**src/hw/rtl/vbkr_pkg.sv**
```systemverilog
package vbkr_pkg;

    localparam int DEF_LEVEL_WIDTH = 8;
    localparam int DEF_COUNT_WIDTH = 16;

    localparam int TOP_W       = 8;
    localparam int MS_W        = 16;
    localparam int CODE_W      = 10;
    localparam int VALUE_W     = 2;
    localparam int OUT_LEVEL_W = 8;
    localparam int CFG_IDX_W   = 3;
    localparam int CFG_DATA_W  = 16;
    localparam int IN_TDATA_W  = 16;
    localparam int OUT_TDATA_W = 24;

    localparam logic OP_KEY  = 1'b0;
    localparam logic OP_TICK = 1'b1;

    localparam logic [VALUE_W-1:0] KEY_RELEASE = 2'd0;
    localparam logic [VALUE_W-1:0] KEY_PRESS   = 2'd1;

    localparam logic [CFG_IDX_W-1:0] CFG_VOLUME_TOP     = 3'd0;
    localparam logic [CFG_IDX_W-1:0] CFG_BRIGHTNESS_TOP = 3'd1;
    localparam logic [CFG_IDX_W-1:0] CFG_FIRST_WAIT     = 3'd2;
    localparam logic [CFG_IDX_W-1:0] CFG_STEP_WAIT      = 3'd3;
    localparam logic [CFG_IDX_W-1:0] CFG_MENU_CODE      = 3'd4;
    localparam logic [CFG_IDX_W-1:0] CFG_PLUS_CODE      = 3'd5;
    localparam logic [CFG_IDX_W-1:0] CFG_MINUS_CODE     = 3'd6;

    localparam logic [TOP_W-1:0]  RST_VOLUME_TOP     = 8'd20;
    localparam logic [TOP_W-1:0]  RST_BRIGHTNESS_TOP = 8'd10;
    localparam logic [MS_W-1:0]   RST_FIRST_WAIT     = 16'd300;
    localparam logic [MS_W-1:0]   RST_STEP_WAIT      = 16'd100;
    localparam logic [CODE_W-1:0] RST_MENU_CODE      = 10'd1;
    localparam logic [CODE_W-1:0] RST_PLUS_CODE      = 10'd115;
    localparam logic [CODE_W-1:0] RST_MINUS_CODE     = 10'd114;

    typedef struct packed {
        logic [TOP_W-1:0]  volume_top;
        logic [TOP_W-1:0]  brightness_top;
        logic [MS_W-1:0]   first_wait;
        logic [MS_W-1:0]   step_wait;
        logic [CODE_W-1:0] menu_code;
        logic [CODE_W-1:0] plus_code;
        logic [CODE_W-1:0] minus_code;
    } t_cfg;

    typedef struct packed {
        logic               operation;
        logic [CODE_W-1:0]  key_code;
        logic [VALUE_W-1:0] key_value;
    } t_item;

    typedef struct packed {
        logic [OUT_LEVEL_W-1:0] volume_level;
        logic [OUT_LEVEL_W-1:0] brightness_level;
        logic                   level_changed;
    } t_result;

endpackage

```
**src/hw/rtl/vbkr_cfg.sv**
```systemverilog
module vbkr_cfg (
    input  logic                               i_clk,
    input  logic                               i_rst_n,
    input  logic                               i_wr,
    input  logic [vbkr_pkg::CFG_IDX_W-1:0]     i_index,
    input  logic [vbkr_pkg::CFG_DATA_W-1:0]    i_data,
    output vbkr_pkg::t_cfg                     o_cfg
);
    import vbkr_pkg::*;

    t_cfg r_cfg;

    always_ff @(posedge i_clk) begin
        if (!i_rst_n) begin
            r_cfg.volume_top      <= RST_VOLUME_TOP;
            r_cfg.brightness_top  <= RST_BRIGHTNESS_TOP;
            r_cfg.first_wait      <= RST_FIRST_WAIT;
            r_cfg.step_wait       <= RST_STEP_WAIT;
            r_cfg.menu_code       <= RST_MENU_CODE;
            r_cfg.plus_code       <= RST_PLUS_CODE;
            r_cfg.minus_code      <= RST_MINUS_CODE;
        end else if (i_wr) begin
            unique case (i_index)
                CFG_VOLUME_TOP:     r_cfg.volume_top      <= i_data[TOP_W-1:0];
                CFG_BRIGHTNESS_TOP: r_cfg.brightness_top  <= i_data[TOP_W-1:0];
                CFG_FIRST_WAIT:     r_cfg.first_wait      <= i_data[MS_W-1:0];
                CFG_STEP_WAIT:      r_cfg.step_wait       <= i_data[MS_W-1:0];
                CFG_MENU_CODE:      r_cfg.menu_code       <= i_data[CODE_W-1:0];
                CFG_PLUS_CODE:      r_cfg.plus_code       <= i_data[CODE_W-1:0];
                CFG_MINUS_CODE:     r_cfg.minus_code      <= i_data[CODE_W-1:0];
                default: ;
            endcase
        end
    end

    assign o_cfg = r_cfg;

endmodule

```
**src/hw/rtl/vbkr_state.sv**
```systemverilog
module vbkr_state #(
    parameter int LEVEL_WIDTH = vbkr_pkg::DEF_LEVEL_WIDTH,
    parameter int COUNT_WIDTH = vbkr_pkg::DEF_COUNT_WIDTH
) (
    input  logic               i_clk,
    input  logic               i_rst_n,
    input  logic               i_fire,
    input  vbkr_pkg::t_item    i_item,
    input  vbkr_pkg::t_cfg     i_cfg,
    output vbkr_pkg::t_result  o_result
);
    import vbkr_pkg::*;

    localparam int CW = ((LEVEL_WIDTH > TOP_W) ? LEVEL_WIDTH : TOP_W) + 1;

    function automatic logic [LEVEL_WIDTH-1:0] f_step(
        input logic                   up,
        input logic [LEVEL_WIDTH-1:0] old,
        input logic [CW-1:0]          top
    );
        logic [CW-1:0] v;
        v = CW'(old);
        if (up) begin
            v = v + CW'(1);
        end else if (v != '0) begin
            v = v - CW'(1);
        end
        if (v > top) begin
            v = top;
        end
        return LEVEL_WIDTH'(v);
    endfunction

    logic                   r_menu_held, n_menu_held;
    logic                   r_plus_held, n_plus_held;
    logic                   r_minus_held, n_minus_held;
    logic [COUNT_WIDTH-1:0] r_plus_cnt, n_plus_cnt;
    logic [COUNT_WIDTH-1:0] r_minus_cnt, n_minus_cnt;
    logic [LEVEL_WIDTH-1:0] r_volume, n_volume;
    logic [LEVEL_WIDTH-1:0] r_brightness, n_brightness;

    logic                   up_go, dn_go, press, changed;
    logic [CW-1:0]          top_raw, top_lim, top_sel;
    logic [LEVEL_WIDTH-1:0] lvl0, lvl1, lvl2;

    always_comb begin
        n_menu_held  = r_menu_held;
        n_plus_held  = r_plus_held;
        n_minus_held = r_minus_held;
        n_plus_cnt   = r_plus_cnt;
        n_minus_cnt  = r_minus_cnt;
        n_volume     = r_volume;
        n_brightness = r_brightness;
        up_go        = 1'b0;
        dn_go        = 1'b0;
        press        = (i_item.key_value == KEY_PRESS);

        if (i_item.operation == OP_TICK) begin
            if (r_plus_held) begin
                if (r_plus_cnt <= COUNT_WIDTH'(1)) begin
                    n_plus_cnt = COUNT_WIDTH'(i_cfg.step_wait);
                    up_go      = 1'b1;
                end else begin
                    n_plus_cnt = r_plus_cnt - COUNT_WIDTH'(1);
                end
            end
            if (r_minus_held) begin
                if (r_minus_cnt <= COUNT_WIDTH'(1)) begin
                    n_minus_cnt = COUNT_WIDTH'(i_cfg.step_wait);
                    dn_go       = 1'b1;
                end else begin
                    n_minus_cnt = r_minus_cnt - COUNT_WIDTH'(1);
                end
            end
        end else if (i_item.key_value == KEY_RELEASE || i_item.key_value == KEY_PRESS) begin
            priority if (i_item.key_code == i_cfg.menu_code) begin
                n_menu_held = press;
            end else if (i_item.key_code == i_cfg.plus_code) begin
                n_plus_held = press;
                if (press) begin
                    up_go      = 1'b1;
                    n_plus_cnt = COUNT_WIDTH'(i_cfg.first_wait);
                end
            end else if (i_item.key_code == i_cfg.minus_code) begin
                n_minus_held = press;
                if (press) begin
                    dn_go       = 1'b1;
                    n_minus_cnt = COUNT_WIDTH'(i_cfg.first_wait);
                end
            end
        end

        // plus step first, then minus, on the level picked by menu
        top_raw = CW'(r_menu_held ? i_cfg.brightness_top : i_cfg.volume_top);
        top_lim = CW'({LEVEL_WIDTH{1'b1}});
        top_sel = (top_raw > top_lim) ? top_lim : top_raw;
        lvl0    = r_menu_held ? r_brightness : r_volume;
        lvl1    = up_go ? f_step(1'b1, lvl0, top_sel) : lvl0;
        lvl2    = dn_go ? f_step(1'b0, lvl1, top_sel) : lvl1;
        changed = (lvl1 != lvl0) || (lvl2 != lvl1);
        if (r_menu_held) begin
            n_brightness = lvl2;
        end else begin
            n_volume = lvl2;
        end

        o_result.volume_level     = OUT_LEVEL_W'(n_volume);
        o_result.brightness_level = OUT_LEVEL_W'(n_brightness);
        o_result.level_changed    = changed;
    end

    always_ff @(posedge i_clk) begin
        if (!i_rst_n) begin
            r_menu_held  <= 1'b0;
            r_plus_held  <= 1'b0;
            r_minus_held <= 1'b0;
            r_plus_cnt   <= '0;
            r_minus_cnt  <= '0;
            r_volume     <= '0;
            r_brightness <= '0;
        end else if (i_fire) begin
            r_menu_held  <= n_menu_held;
            r_plus_held  <= n_plus_held;
            r_minus_held <= n_minus_held;
            r_plus_cnt   <= n_plus_cnt;
            r_minus_cnt  <= n_minus_cnt;
            r_volume     <= n_volume;
            r_brightness <= n_brightness;
        end
    end

endmodule

```
**src/hw/rtl/volume_brightness_key_repeat.sv**
```systemverilog
// channel   dir  handshake                   payload
// s         in   i_s_tvalid / o_s_tready     tuser: operation; tdata: key_code, key_value
// m         out  o_m_tvalid / i_m_tready     tdata: volume_level, brightness_level,
//                                            level_changed
// cfg       in   i_cfg_valid / o_cfg_ready   i_cfg_index, i_cfg_data
//
// One word per cycle in and out while m is not stalled; an accepted word loads the input
// register, and the result register loads from it when m can advance, which raises
// o_m_tvalid (the held-key and level update sits between the two registers).
// Reset (i_rst_n low, synchronous) clears both valid flags, the held keys, countdowns,
// levels and restores the configuration defaults.
// A stall on m holds the result register; s keeps taking words until the input
// register also fills. Configuration writes are taken in every cycle.
module volume_brightness_key_repeat #(
    parameter int LEVEL_WIDTH = vbkr_pkg::DEF_LEVEL_WIDTH,
    parameter int COUNT_WIDTH = vbkr_pkg::DEF_COUNT_WIDTH
) (
    input  logic                                 i_clk,
    input  logic                                 i_rst_n,
    input  logic                                 i_s_tvalid,
    output logic                                 o_s_tready,
    // [9:0] key_code, [11:10] key_value
    input  logic [vbkr_pkg::IN_TDATA_W-1:0]      i_s_tdata,
    // [0] operation
    input  logic                                 i_s_tuser,
    output logic                                 o_m_tvalid,
    input  logic                                 i_m_tready,
    // [7:0] volume_level, [15:8] brightness_level, [16] level_changed
    output logic [vbkr_pkg::OUT_TDATA_W-1:0]     o_m_tdata,
    input  logic                                 i_cfg_valid,
    output logic                                 o_cfg_ready,
    input  logic [vbkr_pkg::CFG_IDX_W-1:0]       i_cfg_index,
    input  logic [vbkr_pkg::CFG_DATA_W-1:0]      i_cfg_data
);
    import vbkr_pkg::*;

    t_cfg    cfg;
    t_result result;
    t_item   r_in_item;
    t_result r_out_result;
    logic    r_in_valid;
    logic    r_out_valid;
    logic    advance;
    logic    fire;

    assign o_cfg_ready = 1'b1;
    assign advance     = !r_out_valid || i_m_tready;
    assign fire        = r_in_valid && advance;
    assign o_s_tready  = !r_in_valid || advance;

    vbkr_cfg u_cfg (
        .i_clk   (i_clk),
        .i_rst_n (i_rst_n),
        .i_wr    (i_cfg_valid && o_cfg_ready),
        .i_index (i_cfg_index),
        .i_data  (i_cfg_data),
        .o_cfg   (cfg)
    );

    vbkr_state #(
        .LEVEL_WIDTH (LEVEL_WIDTH),
        .COUNT_WIDTH (COUNT_WIDTH)
    ) u_state (
        .i_clk    (i_clk),
        .i_rst_n  (i_rst_n),
        .i_fire   (fire),
        .i_item   (r_in_item),
        .i_cfg    (cfg),
        .o_result (result)
    );

    always_ff @(posedge i_clk) begin
        if (!i_rst_n) begin
            r_in_valid <= 1'b0;
        end else if (o_s_tready) begin
            r_in_valid <= i_s_tvalid;
        end
    end

    always_ff @(posedge i_clk) begin
        if (i_s_tvalid && o_s_tready) begin
            r_in_item.operation <= i_s_tuser;
            r_in_item.key_code  <= i_s_tdata[CODE_W-1:0];
            r_in_item.key_value <= i_s_tdata[CODE_W+VALUE_W-1:CODE_W];
        end
    end

    always_ff @(posedge i_clk) begin
        if (!i_rst_n) begin
            r_out_valid <= 1'b0;
        end else if (advance) begin
            r_out_valid <= r_in_valid;
        end
    end

    always_ff @(posedge i_clk) begin
        if (fire) begin
            r_out_result <= result;
        end
    end

    assign o_m_tvalid = r_out_valid;
    assign o_m_tdata  = OUT_TDATA_W'({r_out_result.level_changed,
                                      r_out_result.brightness_level,
                                      r_out_result.volume_level});

endmodule

```
**config.mk**
```make
export PLATFORM = sky130hd
export DESIGN_NAME = volume_brightness_key_repeat
export DESIGN_NICKNAME = d
export VERILOG_FILES = /design/src/hw/rtl/vbkr_pkg.sv /design/src/hw/rtl/vbkr_cfg.sv /design/src/hw/rtl/vbkr_state.sv /design/src/hw/rtl/volume_brightness_key_repeat.sv
export SDC_FILE = /design/constraint.sdc
export NUM_CORES = 1
export LEC_CHECK = 0
export BUFFER_PORTS_ARGS = -buffer_cell sky130_fd_sc_hd__clkbuf_2
export CAP_MARGIN = 30
export CORE_AREA = 4 4 163 118
export DETAILED_ROUTE_END_ITERATION = 10
export DIE_AREA = 0 0 167 122
export HOLD_SLACK_MARGIN = 0.1
export PLACE_DENSITY = 0.71
export SYNTH_ARGS = -nofsm -noshare
export SYNTH_HDL_FRONTEND = slang
export SYNTH_SLANG_ARGS = --single-unit
```
**constraint.sdc**
```tcl
create_clock -name i_clk -period 8.58 [get_ports i_clk]
set_clock_uncertainty 0.2 [all_clocks]
set_input_delay 0.429 -clock i_clk [delete_from_list [all_inputs] [get_ports i_clk]]
set_output_delay 0.429 -clock i_clk [all_outputs]
set_load 0.1 [all_outputs]
```
==> metrics.json <==
{
  "leakagePower": {"value": 4.03, "unit": "nW"},
  "design.portCount": {"value": 68},
  "endpoint_kind": {"value": "register"},
  "number_of_flops_mapped_to_enable_cells_by_yosys": {"value": 30},
  "timing.max_cap.violations": {"value": 0},
  "clock_network_fraction_of_total_power": {"value": 40.0, "unit": "%"},
  "cp.buffers_inverters": {"value": 4},
  "regArea": {"value": 3520, "unit": "sq um"},
  "postCtsSetupRepairBufs": {"value": 0},
  "finalWirelength": {"value": 26200, "unit": "microns"},
  "hold_viol_final": {"value": 0},
  "pre_cts_ws": {"value": 1.01, "unit": "ns"},
  "relSlewSlack": {"value": 34.6, "unit": "%"},
  "holdCritPathClass": {"value": "in2reg"},
  "maximum_net_fanout_on_the_critical_path": {"value": 14},
  "critPathMostFrequentCell": {"value": "ha_1"},
  "netlist-cell-type-count": {"value": 86},
  "post_synth.cell_area_avg": {"value": 8.27, "unit": "sq um"},
  "fillers": {"value": 1628},
  "critPathKind": {"value": "reg2reg"},
  "count_of_h_tree_levels_built_during_cts": {"value": 4},
  "worstMarginPinSlew": {"value": 0.970, "unit": "ns"},
  "whs_path_depth": {"value": 3},
  "ys_ff_latch": {"value": 161},
  "post_detailed_route_count_of_antenna_violating_nets": {"value": 0},
  "layout_worst_path_cycle_share": {"value": 91.7, "unit": "%"},
  "final_net_count": {"value": 1237},
  "hold-worst-slack": {"value": 0.149, "unit": "ns"},
  "setup_repair_after_global_routing_missed_its_margin": {"value": "no"},
  "initial_cell_density_of_the_core": {"value": 52.1, "unit": "%"},
  "tritoncts": {"value": "yes"},
  "mostFrequentLayoutCell": {"value": "nand2_1"},
  "post_cts_sizing": {"value": 0},
  "vdd.ir_drop.worst": {"value": 138, "unit": "uV"},
  "grt.total_usage": {"value": 25.7, "unit": "%"},
  "ys_dominant_reg_cell": {"value": "dfxtp_1"},
  "crit_required": {"value": 8.55, "unit": "ns"},
  "clkTransAtPathRegs": {"value": 0.06, "unit": "ns"},
  "p_seq_share": {"value": 45.6, "unit": "%"},
  "multiInputGateArea": {"value": 5360, "unit": "sq um"},
  "synthesis.instances": {"value": 1115},
  "timing.critical_path.max_delay_family": {"value": "compound AO/OA/AOI/OAI gates"},
  "power.switching": {"value": 0.513, "unit": "mW"},
  "mostFrequentLayoutCells": {"value": "229 x nand2_1, 131 x dfxtp_1, 93 x a21oi_1, 66 x nor2_1, 55 x clkbuf_2"},
  "synth-async-reset-ratio": {"value": 0, "unit": "%"},
  "report.final.setup_viol": {"value": 0},
  "fin_tns_setup": {"value": 0, "unit": "ns"},
  "hold-path-endpoint": {"value": "u_cfg.o_cfg[71]$_SDFFE_PN0P_"},
  "grt_antenna_before_repair": {"value": 0},
  "maxSlewViolCount": {"value": 0},
  "gpl.final_weighted_congestion": {"value": 0.950},
  "place.port_buffers": {"value": 55},
  "core": {"value": 17700, "unit": "sq um"},
  "drcViolationCount": {"value": 0},
  "hold_start": {"value": "i_cfg_data[1]"},
  "die_height": {"value": 122, "unit": "microns"},
  "critical_path.reg2reg.startpoint": {"value": "u_state.r_menu_held$_SDFFE_PN0P_"},
  "yosys_warnings": {"value": 0},
  "worst-r2r-setup-slack": {"value": 0.71, "unit": "ns"},
  "setup_ws": {"value": 0.708, "unit": "ns"},
  "cts_sink_cnt": {"value": 161},
  "dieArea": {"value": 20400, "unit": "sq um"},
  "maximum_number_of_pins_on_one_net_before_global_route_repair": {"value": 72},
  "tritoncts.num_buffers": {"value": 17},
  "powerDensity": {"value": 168, "unit": "nW/um^2"},
  "r2r.worst_path.cells": {"value": 28},
  "startpoint_type": {"value": "register"},
  "power.share.switching": {"value": 29.2, "unit": "%"},
  "cts.root.buffer_cell": {"value": "clkbuf_16"},
  "area_growth": {"value": 13.2, "unit": "%"},
  "fp.dieW": {"value": 167, "unit": "microns"},
  "crit_path_arrival_time": {"value": 7.84, "unit": "ns"},
  "status": {"value": "finished, final reports clean"},
  "sum_of_net_half_perimeters_after_detailed_placement": {"value": 18500, "unit": "microns"},
  "dr_vias": {"value": 8453},
  "route.detailed.wl_per_inst": {"value": 18.4, "unit": "microns"},
  "internal-power": {"value": 1.24, "unit": "mW"},
  "cts.path.max_buffers": {"value": 2},
  "drt_first_iter_violations": {"value": 968},
  "number_of_rows_created_at_floorplan": {"value": 41},
  "critical_path.max_stage_delay": {"value": 0.45, "unit": "ns"},
  "drt_first_pass_iters": {"value": 6},
  "detail_route.vias_per_cell": {"value": 5.94},
  "insertion_delay": {"value": 0.44, "unit": "ns"},
  "period_needed": {"value": 7.87, "unit": "ns"},
  "post_synth_instance_area": {"value": 9230, "unit": "sq um"},
  "r2r_end": {"value": "o_m_tdata[11]$_DFFE_PP_"},
  "grt_pass1_vias": {"value": 7559},
  "critPathSlowestCell": {"value": "nor4b_1"},
  "n_antenna_cell": {"value": 0},
  "ys_seq_area_share": {"value": 38.2, "unit": "%"},
  "layout-drive-gt1-share": {"value": 12.6, "unit": "%"},
  "achievable-frequency": {"value": 127, "unit": "MHz"},
  "grt_pass1_wl": {"value": 42000, "unit": "microns"},
  "grt_overflow": {"value": 0},
  "number_of_hold_repair_buffers_added_at_the_cts_stage": {"value": 23},
  "share_comb_of_total_power": {"value": 14.4, "unit": "%"}
}
how the worst max path moves through the flow:
stage	cells past startpoint	endpoint	from	slack, ns
3_3_place_gp	29	o_m_tdata[9]$_DFFE_PP_	u_state.r_menu_held$_SDFFE_PN0P_	1.17
6_report	28	o_m_tdata[11]$_DFFE_PP_	u_state.r_menu_held$_SDFFE_PN0P_	0.71
3_5_place_dp	25	o_m_tdata[3]$_DFFE_PP_	u_state.r_menu_held$_SDFFE_PN0P_	1.01
4_1_cts	28	o_m_tdata[3]$_DFFE_PP_	u_state.r_menu_held$_SDFFE_PN0P_	0.96
5_1_grt	28	o_m_tdata[11]$_DFFE_PP_	u_state.r_menu_held$_SDFFE_PN0P_	0.29
2_1_floorplan	32	o_m_tdata[13]$_DFFE_PP_	u_state.r_menu_held$_SDFFE_PN0P_	1.10
through the flow:
stage	util [%]	area [sq um]	power, mW	instances
finish	59.0	10400	1.76	1424
global route	59.0	10400	1.82	1424
CTS	59.0	10400	1.76	1424
detailed placement	54.7	9690	1.06	1369
global placement	54.6	9670	1.05	1368
floorplan	-	9250	0.995	1121
state kept, by name (all words and copies together), names as in the netlist, 8 cells and up:
name,flops
r_in_item,13
o_m_tdata,17
u_state.r_brightness,8
u_state.r_plus_cnt,16
u_state.r_minus_cnt,16
u_state.r_volume,8
u_cfg.o_cfg,78
power groups by stage:
stage	Clock [mW]	Sequential, mW	Combinational [mW]
final	0.703	0.802	0.252
after detailed placement	0	0.818	0.238
after global routing	0.750	0.803	0.270
after floorplan	0	0.837	0.157
after CTS	0.711	0.801	0.247
after global placement	0	0.818	0.234
cells in the mapped netlist, types with 3 or more instances:
library cell,n,area [sq um]
buf_6,3,33.8
and3_1,6,37.5
edfxtp_1,30,901
nor2b_1,9,56.3
nor3_1,23,115
inv_1,21,78.8
nand4_1,6,37.5
xor2_1,27,236
a21o_1,4,30.0
mux2i_1,20,200
buf_4,10,75.1
o21ai_0,36,180
mux2_2,19,214
o211ai_1,39,293
clkbuf_1,43,161
a32o_1,3,30.0
buf_1,5,18.8
a211oi_1,12,90.1
o21a_1,8,60.1
a31oi_1,22,138
xnor2_1,45,394
o211a_1,5,50.1
a41oi_1,3,26.3
o21ai_1,6,30.0
nand2_1,229,860
nand3b_1,4,30.0
nor4_1,15,93.8
nand2b_1,23,144
a22oi_1,5,37.5
ha_1,21,263
nor2_1,66,248
and2_1,5,31.3
o22ai_1,3,18.8
a311oi_1,7,61.3
mux2_4,3,45.0
nand3_1,43,215
dfxtp_1,131,2620
or3_1,5,31.3
or4_1,3,22.5
a21oi_1,94,470
worst reg2reg max path: cells and delay by family, from the launching register on:
family,cells,cell delay (ns)
compound gates,9,2.87
simple gates,6,1.26
fa+ha+maj,4,1.23
mux,3,0.77
buf+inv,4,0.49
xor+xnor,2,0.43
flops,1,0.34
layer usage:
layer / track usage, % / share of wire [%]
met1: 41.1 / 50
met2: 34.8 / 39
met3: 5.71 / 9.9
met4: 5.37 / 1.1
met5: 0 / 0
layout make-up:
class,instances,share of cell area (%)
inverter,22,0.790
sequential,161,33.7
tap,236,2.83
multi-input combinational,876,51.3
clock buffer,18,4.11
timing repair buffer,97,6.32
clock inverter,14,0.946
kinds of logic (layout without fill, tap and decap cells):
family	after synthesis	count (layout)	synth area share [%]
compound gates	278	278	20.1
simple gates	454	454	22.8
flops	161	161	38.2
fa+ha+maj	21	21	2.85
other cells	2	8	0.0814
xor+xnor	72	72	6.83
buf+inv	84	151	4.08
mux	43	43	5.10
(Power assumes the default switching activity.)
